[config.mk]
export PLATFORM = sky130hd
export DESIGN_NAME = frequency_ordered_lookup_table_top
export DESIGN_NICKNAME = d
export VERILOG_FILES = /design/src/hw/rtl/folt_pkg.sv /design/src/hw/rtl/folt_cell.sv /design/src/hw/rtl/frequency_ordered_lookup_table_top.sv
export SDC_FILE = /design/constraint.sdc
export NUM_CORES = 2
export LEC_CHECK = 0
export BUFFER_PORTS_ARGS = -buffer_cell sky130_fd_sc_hd__buf_2
export CAP_MARGIN = 10
export CORE_UTILIZATION = 40
export DETAILED_ROUTE_END_ITERATION = 12
export GPL_TIMING_DRIVEN = 1
export SLEW_MARGIN = 20
export SYNTH_ARGS = -nofsm -noshare
export SYNTH_HDL_FRONTEND = slang
export SYNTH_HIERARCHICAL = 1
export SYNTH_SLANG_ARGS = --single-unit
export TNS_END_PERCENT = 20
[constraint.sdc]
create_clock -name clk -period 21.6 [get_ports clk]
set_input_delay 2.16 -clock clk [delete_from_list [all_inputs] [get_ports clk]]
set_output_delay 2.16 -clock clk [all_outputs]
set_load 0.01 [all_outputs]
[src/hw/rtl/folt_pkg.sv]
`timescale 1ns / 1ps
// ----------------------------------------------------------------------------
// folt_pkg: shared definitions of the frequency ordered lookup table
// action and status codes, field widths and the command bundle for the cells
// ----------------------------------------------------------------------------
package folt_pkg;

  // word field widths
  localparam int ACT_W  = 2;
  localparam int KEY_W  = 32;
  localparam int STAT_W = 2;
  localparam int POS_W  = 4;
  localparam int FREQ_W = 16;

  // action codes
  localparam logic [ACT_W-1:0] ACT_CLEAR  = 2'd0;
  localparam logic [ACT_W-1:0] ACT_APPEND = 2'd1;
  localparam logic [ACT_W-1:0] ACT_LOOKUP = 2'd2;

  // status codes
  localparam logic [STAT_W-1:0] ST_OK   = 2'd0;
  localparam logic [STAT_W-1:0] ST_MISS = 2'd1;
  localparam logic [STAT_W-1:0] ST_FULL = 2'd2;

  // command broadcast from the controller to every cell
  typedef struct packed {
    logic             find;    // latch the first-match flag
    logic             move;    // apply the shift and insert of a hit
    logic             append;  // write a new entry at the fill point
    logic [KEY_W-1:0] key;     // key compared, inserted or appended
  } cmd_t;

endpackage

[src/hw/rtl/folt_cell.sv]
`timescale 1ns / 1ps
// ----------------------------------------------------------------------------
// folt_cell: one table entry
// holds a key and its count, takes part in the first-match and insert chains
// ----------------------------------------------------------------------------
module folt_cell import folt_pkg::*; #(
  parameter int COUNT_BITS = 16
) (
  input  logic                  clk,
  input  logic                  rst_n,
  input  cmd_t                  cmd,
  input  logic [COUNT_BITS-1:0] new_cnt,
  input  logic                  used,
  input  logic                  app_here,
  input  logic [KEY_W-1:0]      prev_key,
  input  logic [COUNT_BITS-1:0] prev_cnt,
  input  logic                  found_in,
  output logic                  found_out,
  input  logic                  passed_in,
  output logic                  passed_out,
  input  logic                  taken_in,
  output logic                  taken_out,
  output logic                  hit_now,
  output logic                  is_dest,
  output logic [KEY_W-1:0]      key_q,
  output logic [COUNT_BITS-1:0] cnt_q
);

  logic [KEY_W-1:0]      key_r;
  logic [COUNT_BITS-1:0] cnt_r;
  logic                  hit_r;
  logic                  match;
  logic                  at_or_before_hit;
  logic                  sel;
  logic                  shift;

  // first-match chain
  assign match     = used && (key_r == cmd.key);
  assign hit_now   = match && !found_in;
  assign found_out = found_in || match;

  // insert chain: first cell up to the hit whose count falls below the new one
  assign passed_out       = passed_in || hit_r;
  assign at_or_before_hit = !passed_in;
  assign sel              = at_or_before_hit && (hit_r || (cnt_r < new_cnt));
  assign is_dest          = sel && !taken_in;
  assign taken_out        = taken_in || sel;
  assign shift            = taken_in && at_or_before_hit;

  always_ff @(posedge clk) begin
    if (!rst_n) begin
      hit_r <= 1'b0;
    end else if (cmd.find) begin
      hit_r <= hit_now;
    end
  end

  always_ff @(posedge clk) begin
    if (cmd.move && is_dest) begin
      key_r <= cmd.key;
      cnt_r <= new_cnt;
    end else if (cmd.move && shift) begin
      key_r <= prev_key;
      cnt_r <= prev_cnt;
    end else if (cmd.append && app_here) begin
      key_r <= cmd.key;
      cnt_r <= '0;
    end
  end

  assign key_q = key_r;
  assign cnt_q = cnt_r;

endmodule

[src/hw/rtl/frequency_ordered_lookup_table_top.sv]
`timescale 1ns / 1ps
// ----------------------------------------------------------------------------
// frequency_ordered_lookup_table_top: self-organizing table ordered by count
// a row of entry cells kept in descending access-count order
// ----------------------------------------------------------------------------
// usage
//   input words carry an action (clear, append, look up) and a 32-bit key;
//   every input word yields exactly one result word with status, position
//   and frequency, in order
//   an input word is taken in the cycle that in_tvalid and in_tready are high;
//   in that same cycle all cells compare the key in parallel along the
//   first-match chain and the hit count is latched
//   the commit follows once the output register is free: for a look-up hit the
//   insert chain finds the new place, the cells between it and the hit shift
//   back by one, and the result is loaded into the output register
//   so an item passes the compare step and then the shift step of the cell row;
//   no new word is taken until it commits, and the result shows on out_tvalid once committed
//   when the receiver stalls the result waits in the output register while
//   one more word is accepted; the commit of that word then waits for the slot
//   reset empties the table (fill count zero) and drops any pending result
// ----------------------------------------------------------------------------
module frequency_ordered_lookup_table_top import folt_pkg::*; #(
  parameter int TABLE_DEPTH = 16,
  parameter int COUNT_BITS  = 16
) (
  input  logic        clk,
  input  logic        rst_n,
  input  logic        in_tvalid,
  output logic        in_tready,
  input  logic [39:0] in_tdata,   // action[1:0], key[33:2], zero fill
  output logic        out_tvalid,
  input  logic        out_tready,
  output logic [23:0] out_tdata   // status[1:0], position[5:2], frequency[21:6], zero fill
);

  localparam int IDX_W = $clog2(TABLE_DEPTH);
  localparam int TOT_W = $clog2(TABLE_DEPTH + 1);

  localparam logic S_IDLE   = 1'b0;
  localparam logic S_COMMIT = 1'b1;

  logic                  state_r, state_nxt;
  logic [TOT_W-1:0]      total_r, total_nxt;
  logic [ACT_W-1:0]      act_r;
  logic [KEY_W-1:0]      key_r;
  logic                  found_r;
  logic [COUNT_BITS-1:0] new_cnt_r;
  logic                  out_valid_r;
  logic [23:0]           out_data_r, out_data_nxt;

  logic                  accept;
  logic                  fire;
  logic                  has_room;
  cmd_t                  cmd;
  logic [COUNT_BITS-1:0] hit_cnt;
  logic [IDX_W-1:0]      dest_idx;

  // chains across the row; the entry past the end marks the row result
  logic [TABLE_DEPTH:0]   found_c;
  logic [TABLE_DEPTH:0]   passed_c;
  logic [TABLE_DEPTH:0]   taken_c;
  logic [TABLE_DEPTH-1:0] hit_vec;
  logic [TABLE_DEPTH-1:0] dest_vec;
  logic [KEY_W-1:0]       key_q   [TABLE_DEPTH];
  logic [COUNT_BITS-1:0]  cnt_q   [TABLE_DEPTH];

  assign accept    = in_tvalid && in_tready;
  // no word is taken while reset is held
  assign in_tready = rst_n && (state_r == S_IDLE);
  assign fire      = (state_r == S_COMMIT) && (!out_valid_r || out_tready);
  assign has_room  = (total_r < TOT_W'(TABLE_DEPTH));

  // cells compare against the incoming key while idle, the held key otherwise
  always_comb begin
    cmd.find   = accept;
    cmd.move   = fire && (act_r == ACT_LOOKUP) && found_r;
    cmd.append = fire && (act_r == ACT_APPEND) && has_room;
    cmd.key    = (state_r == S_IDLE) ? in_tdata[33:2] : key_r;
  end

  assign found_c[0]  = 1'b0;
  assign passed_c[0] = 1'b0;
  assign taken_c[0]  = 1'b0;

  for (genvar j = 0; j < TABLE_DEPTH; j++) begin : g_cell
    logic [KEY_W-1:0]      pk;
    logic [COUNT_BITS-1:0] pc;

    if (j == 0) begin : g_head
      assign pk = '0;
      assign pc = '0;
    end else begin : g_body
      assign pk = key_q[j-1];
      assign pc = cnt_q[j-1];
    end

    folt_cell #(
      .COUNT_BITS (COUNT_BITS)
    ) u_cell (
      .clk        (clk),
      .rst_n      (rst_n),
      .cmd        (cmd),
      .new_cnt    (new_cnt_r),
      .used       (TOT_W'(j) < total_r),
      .app_here   (TOT_W'(j) == total_r),
      .prev_key   (pk),
      .prev_cnt   (pc),
      .found_in   (found_c[j]),
      .found_out  (found_c[j+1]),
      .passed_in  (passed_c[j]),
      .passed_out (passed_c[j+1]),
      .taken_in   (taken_c[j]),
      .taken_out  (taken_c[j+1]),
      .hit_now    (hit_vec[j]),
      .is_dest    (dest_vec[j]),
      .key_q      (key_q[j]),
      .cnt_q      (cnt_q[j])
    );
  end

  // one-hot selects: count of the matching cell, index of the insert place
  always_comb begin
    hit_cnt  = '0;
    dest_idx = '0;
    for (int j = 0; j < TABLE_DEPTH; j++) begin
      if (hit_vec[j]) begin
        hit_cnt = hit_cnt | cnt_q[j];
      end
      if (dest_vec[j]) begin
        dest_idx = dest_idx | IDX_W'(j);
      end
    end
  end

  // result word for the item being committed
  always_comb begin
    out_data_nxt = '0;
    unique case (act_r)
      ACT_LOOKUP: begin
        if (found_r) begin
          out_data_nxt[1:0]  = ST_OK;
          out_data_nxt[5:2]  = POS_W'(dest_idx);
          out_data_nxt[21:6] = FREQ_W'(new_cnt_r);
        end else begin
          out_data_nxt[1:0]  = ST_MISS;
        end
      end
      ACT_APPEND: begin
        if (has_room) begin
          out_data_nxt[1:0] = ST_OK;
          out_data_nxt[5:2] = POS_W'(total_r);
        end else begin
          out_data_nxt[1:0] = ST_FULL;
        end
      end
      default: begin
        out_data_nxt[1:0] = ST_OK;
      end
    endcase
  end

  always_comb begin
    total_nxt = total_r;
    if (fire && (act_r == ACT_CLEAR)) begin
      total_nxt = '0;
    end else if (cmd.append) begin
      total_nxt = total_r + 1'b1;
    end
  end

  always_comb begin
    state_nxt = state_r;
    unique case (state_r)
      S_IDLE:   if (accept) state_nxt = S_COMMIT;
      S_COMMIT: if (fire)   state_nxt = S_IDLE;
      default:  state_nxt = S_IDLE;
    endcase
  end

  always_ff @(posedge clk) begin
    if (!rst_n) begin
      state_r     <= S_IDLE;
      total_r     <= '0;
      out_valid_r <= 1'b0;
    end else begin
      state_r <= state_nxt;
      total_r <= total_nxt;
      if (fire) begin
        out_valid_r <= 1'b1;
      end else if (out_tready) begin
        out_valid_r <= 1'b0;
      end
    end
  end

  // item hold and incremented count, saturating at the top
  always_ff @(posedge clk) begin
    if (accept) begin
      act_r     <= in_tdata[1:0];
      key_r     <= in_tdata[33:2];
      found_r   <= found_c[TABLE_DEPTH];
      new_cnt_r <= (hit_cnt == {COUNT_BITS{1'b1}}) ? hit_cnt : hit_cnt + 1'b1;
    end
    if (fire) begin
      out_data_r <= out_data_nxt;
    end
  end

  assign out_tvalid = out_valid_r;
  assign out_tdata  = out_data_r;

  // a committed hit always finds its cell and exactly one insert place
  a_move_has_hit: assert property (@(posedge clk) disable iff (!rst_n)
    cmd.move |-> (passed_c[TABLE_DEPTH] && taken_c[TABLE_DEPTH]))
    else $error("move without a latched hit or insert place");

  a_one_dest: assert property (@(posedge clk) disable iff (!rst_n)
    cmd.move |-> $onehot(dest_vec))
    else $error("insert place not unique");

  a_fill_bound: assert property (@(posedge clk) disable iff (!rst_n)
    total_r <= TOT_W'(TABLE_DEPTH))
    else $error("fill count beyond table depth");

  a_result_held: assert property (@(posedge clk) disable iff (!rst_n)
    (out_valid_r && !out_tready) |=> (out_valid_r && $stable(out_data_r)))
    else $error("pending result overwritten");

endmodule
Word-level counts from Yosys, hierarchy flattened. Cells that the tools add are included.

Bits in registers: 864. Input bits: 44. Output and inout port bits: 26. Word-level logic and storage cells: 539.

Add/subtract/negate cells: 2. $lt $le $gt $ge: 33. Eq/ne operators: 34. Mux-type cells: 138. Bitwise gates (word level): 17. Reductions and logical operators: 258.

Operators by type and width (number): 32-bit two-way mux (48); 16-bit two-way mux (64); 32-bit equality test (16); 16-bit less-than comparator (16); 16-bit OR (15); 1-bit logical AND (131); 1-bit logical OR (60); 1-bit zero test (46); 3-bit nonzero test (15); 4-bit by 5-bit equality test with 1-bit output (first input constant) (8); 4-bit by 5-bit less-than comparator with 1-bit output (first input constant) (8); 4-bit two-way mux (10); 3-bit by 5-bit equality test with 1-bit output (first input constant) (4); 3-bit by 5-bit less-than comparator with 1-bit output (first input constant) (4); 16-bit by 1-bit adder with 16-bit output (second input constant) (1); 16-bit equality test (second input constant) (1); 3-bit two-way mux (4); 2-bit by 5-bit equality test with 1-bit output (first input constant) (2); 1-bit by 5-bit less-than comparator with 1-bit output (first input constant) (2); 2-bit by 5-bit less-than comparator with 1-bit output (first input constant) (2); 4-bit one-hot mux with 2 select lines (1); 1-bit two-way mux (6); 2-bit two-way mux (3); 5-bit by 1-bit adder with 5-bit output (second input constant) (1); 12 further kinds (14).

Longest topological paths before layout.
Depth in word-level cells: 36. Mapped depth: 37. Depth with buffers taken out: 33.

Hierarchy. The synthesis kept the hierarchy.

Modules (own cells, without submodules): folt_cell at g_cell[0].u_cell ... (instances 10, cells each 304, area each 3052.9 um2, seq. area each 1461.4 um2); folt_cell at g_cell[4].u_cell ... (instances 6, cells each 292, area each 2915.3 um2, seq. area each 1461.4 um2); frequency_ordered_lookup_table_top (instances 1, cells each 491, area each 5486.5 um2, seq. area each 2332.2 um2).

Worst setup path after synthesis. Ideal clock, no wire load.

Path kind: input-to-reg. Start point: in in_tdata[13]. End point: reg new_cnt_r[1], data pin. Setup time: 262 ps. Data arrival time: 7293 ps. Slack: 14045 ps. Cell stages on the path: 34. Path through: mux2_2 xnor2_1 nand4_1 nor4_1 nand3_1 nand2b_1 nand2b_1 nand2b_1 nand2b_1 nand2b_1 nand2b_1 nand2b_1 nand2b_1 nand2b_1 nand2b_1 nand2b_1 nand2b_1 nand2b_1 nand2b_1 nand2b_1 nand4b_1 inv_1 buf_4 buf_6 a22oi_1 nand2_1 nor4_1 inv_1 ha_1 nor3b_4 and2_1 buf_2 nand2_2 mux2_1.

Elaborated cells on any way between the ends: 111. Those cells by class: 1 x add/sub; 17 x eq/ne; 18 x mux; 15 x bitwise; 60 x reduce/logical.

RTL lines: from (decl) (RTL line frequency_ordered_lookup_table_top.sv:30) `input logic [39:0] in_tdata,`; 32-bit two-way mux * (RTL line frequency_ordered_lookup_table_top.sv:78) `cmd.key = (state_r == S_IDLE) ? in_tdata[33:2] : key_r;`; 32-bit equality test * (RTL line folt_cell.sv:38) `assign match = used && (key_r == cmd.key);`; 1-bit logical AND * (RTL line folt_cell.sv:38); via found_c[1] (RTL line frequency_ordered_lookup_table_top.sv:59) `logic [TABLE_DEPTH:0] found_c;`; 1-bit logical OR * (RTL line folt_cell.sv:40) `assign found_out = found_in || match;`; via found_c[2] (RTL line frequency_ordered_lookup_table_top.sv:59); 1-bit logical OR * (RTL line folt_cell.sv:40); via found_c[3] (RTL line frequency_ordered_lookup_table_top.sv:59); [1 not listed]; via found_c[4] (RTL line frequency_ordered_lookup_table_top.sv:59); [1 not listed]; via found_c[5] (RTL line frequency_ordered_lookup_table_top.sv:59); [1 not listed]; via found_c[6] (RTL line frequency_ordered_lookup_table_top.sv:59); [1 not listed]; via found_c[7] (RTL line frequency_ordered_lookup_table_top.sv:59); [1 not listed]; via found_c[8] (RTL line frequency_ordered_lookup_table_top.sv:59); [1 not listed]; via found_c[9] (RTL line frequency_ordered_lookup_table_top.sv:59); [1 not listed]; via found_c[10] (RTL line frequency_ordered_lookup_table_top.sv:59); [1 not listed]; via found_c[11] (RTL line frequency_ordered_lookup_table_top.sv:59); [1 not listed]; via found_c[12] (RTL line frequency_ordered_lookup_table_top.sv:59); [1 not listed]; via found_c[13] (RTL line frequency_ordered_lookup_table_top.sv:59); [1 not listed]; via found_c[14] (RTL line frequency_ordered_lookup_table_top.sv:59); 1-bit logical OR * (RTL line folt_cell.sv:40); via found_c[15] (RTL line frequency_ordered_lookup_table_top.sv:59); 1-bit zero test * (RTL line folt_cell.sv:39) `assign hit_now = match && !found_in;`; 1-bit logical AND * (RTL line folt_cell.sv:39); via hit_vec[15] (RTL line frequency_ordered_lookup_table_top.sv:62) `logic [TABLE_DEPTH-1:0] hit_vec;`; 16-bit two-way mux * (RTL line frequency_ordered_lookup_table_top.sv:126) `if (hit_vec[j]) begin`; 16-bit by 1-bit adder with 16-bit output or 16-bit equality test (tied branches) (RTL line frequency_ordered_lookup_table_top.sv:202) `new_cnt_r <= (hit_cnt == {COUNT_BITS{1'b1}}) ? hit_cnt : hit_cnt + 1'b1;`; 16-bit two-way mux * (RTL line frequency_ordered_lookup_table_top.sv:202); to (signal assigned) (RTL line frequency_ordered_lookup_table_top.sv:202); to (decl) (RTL line frequency_ordered_lookup_table_top.sv:47) `logic [COUNT_BITS-1:0] new_cnt_r;`.

Mark *: on every way through the listed nets, which the timed path passes. The rest lies on a longest branch. A chain may end at the register's enable or synchronous reset.

==> reports/metrics.yaml <==
final_common_cell: "nand2_1"
start_util_pct: 40.47
hold_path_class: "flop to flop"
highest_layer: "met5"
fill_cells: 12307
finalSetupViolations: 0
slew_headroom_pct: -27.97
most-common-layout-cells: "1576 x nand2_1, 841 x edfxtp_1, 452 x xnor2_1"
clkLatencyLatePin_ns: 0.72
rsz0062_at_grt: "no"
num_rows: 133
powerDensity_mw_per_mm2: 66.04
coreArea_mm2: 0.1321
clkPwrFrac_pct: 43.1
p_switching_uw: 950.7
skew_ns: 0.06699
status: "finished, violations left"
clock_sinks: 864
area_growth_pct: 10.38
period_needed_ns: 9.111
hold_buffers: 0
crit_path_start_kind: "input pin"
place_area_mm2: 0.05577
cp.required_ns: 22.02
max_stage_delay_ns: 0.75
cts_max_level: 3
cts_max_path_buffers: 3
leakagePower_uw: 0.02248
drive_above_1_share_pct: 9.851
drt-met1-wl_um: 68780
ios: 70
cts_tree: "done"
r2r_slack_ns: 12.93
post_drt_wl_per_cell_um: 22.80
antennaDiodeCount: 0
post-route-cell-area_mm2: 0.05903
post-cts-setup-buffers: 0
grt_usage_pct: 23.78
setup_tns_ns: 0
dp_hpwl_um: 121800
final-seq-area_mm2: 0.02572
grt_pass1_wl_um: 245300
violations: "max-slew violations"
crit_type: "input pin to flop"
internal-power_uw: 2948
antenna_found_initial: 3
multi_input_area_mm2: 0.02554
drt-initial-drc-count: 4637
layout_worst_path_cycle_share_pct: 42.18
clk_pin_slew_ns: 0.06
hold_violations: 0
path_common_cell: "nand2b_1"
grt_start_max_net_pins: 84
met3_length_um: 17730
fin_hold_ws_ns: 0.5111
ctsResizeCount: 0
r2r_start: "new_cnt_r[14]$_DFFE_PP_"
min-delay-start: "g_cell[15].u_cell/hit_r$_SDFFE_PN0P_"
final_util_pct: 44.67
vias: 40933
arrival_ns: 9.54
port_buffers: 61
layoutNonFillerInstCount: 7186
path_buf_inv: 4
cts_made_buffers: 98
drcViolationCount: 0
grt_pass1_vias: 38912
fp.dieArea_mm2: 0.1352
ff2ff_path_depth: 28
crit_family: "simple AND/OR/NAND/NOR gates"
synthCells: 5280
dp_cells: 7006
nNetsFinal: 5646
syn_area_per_cell_um2: 10.13
route.met2.wl_um: 70900
drt_wl_total_um: 163800
cp_max_fo: 27
slowest_stage: "nor4_1"
timing.rr.end: "g_cell[15].u_cell/key_q[21]$_DFFE_PP_"
die_w_um: 367.6
grt_overflow: 0
synth_warnings: 6
hold_depth: 2
dr.pass1.iters: 8
holdPathEnd: "g_cell[15].u_cell/hit_r$_SDFFE_PN0P_"
die_h_um: 367.6
ir_worst_vdd_v: 0.00006557
drv_cap: 0
seqPwrFrac_pct: 47.9
synthesis.area_mm2: 0.05348
fmax_mhz: 109.8
drtAntennaViolNets: 0
gp_congestion: 1.004
sw_frac_of_total_pct: 24.39
maxSlewViolCount: 51
cp-end-kind: "flop"
combPwrFrac_pct: 8.9
tightest_slew_ns: 1.920
via_per_inst: 5.696
cts-root-buf: "clkbuf_16"
==> power by group through the flow <==
stage          clock network, µW  logic (µW)  registers (µW)
2_1_floorplan                  0         243            1900
3_3_place_gp                   0         337            1900
3_5_place_dp                   0         344            1900
4_1_cts                     1710         346            1870
5_1_grt                     1780         386            1870
6_report                    1680         349            1870
==> worst min-delay path, cell delays in order, from the launching register on <==
cell	delay, ns
dfxtp_1	0.33
nand3b_1	0.08
o21ai_0	0.07
==> area by class of cell <==
cell class | count | share of cell area (%)
inverters | 338 | 2.149
multi-input cells | 3887 | 43.27
repair buffers | 166 | 1.884
clock buffers | 123 | 4.384
flip-flops and latches | 864 | 43.57
clock inverters | 53 | 1.028
well taps | 1755 | 3.720
==> worst max-delay path by stage <==
| stage | startpoint | to | slack [ns] | cells past startpoint |
|---|---|---|---|---|
| 3_5_place_dp | in_tdata[7] | new_cnt_r[1]$_DFFE_PP_ | 11.75 | 33 |
| 4_1_cts | in_tdata[7] | new_cnt_r[1]$_DFFE_PP_ | 12.47 | 33 |
| 6_report | in_tdata[28] | new_cnt_r[1]$_DFFE_PP_ | 12.49 | 31 |
| 5_1_grt | in_tdata[7] | new_cnt_r[1]$_DFFE_PP_ | 11.97 | 33 |
| 3_3_place_gp | in_tdata[13] | new_cnt_r[1]$_DFFE_PP_ | 11.88 | 33 |
| 2_1_floorplan | in_tdata[13] | new_cnt_r[1]$_DFFE_PP_ | 14.05 | 34 |
==> flip-flops by register name, indices dropped and copies added (netlist names), 2 cells and up <==
signal / count
g_cell.u_cell/key_q: 512
g_cell.u_cell/cnt_q: 256
key_r: 32
out_tdata: 22
g_cell.u_cell/hit_r: 16
new_cnt_r: 16
total_r: 5
act_r: 2
==> per-stage QoR <==
step / power [µW] / setup WS [ns]
after floorplan: 2147 / 14.05
after global placement: 2239 / 11.88
after detailed placement: 2247 / 11.75
after CTS: 3926 / 12.47
after global routing: 4031 / 11.97
final: 3898 / 12.49
==> routing by layer <==
layer,GRT usage (%),vias to the layer above
met4,8.958,2
met3,6.235,341
met5,0,-
li1,-,19075
met2,36.30,1965
met1,32.19,19550
No activity file was read; power rests on OpenSTA's default activity.
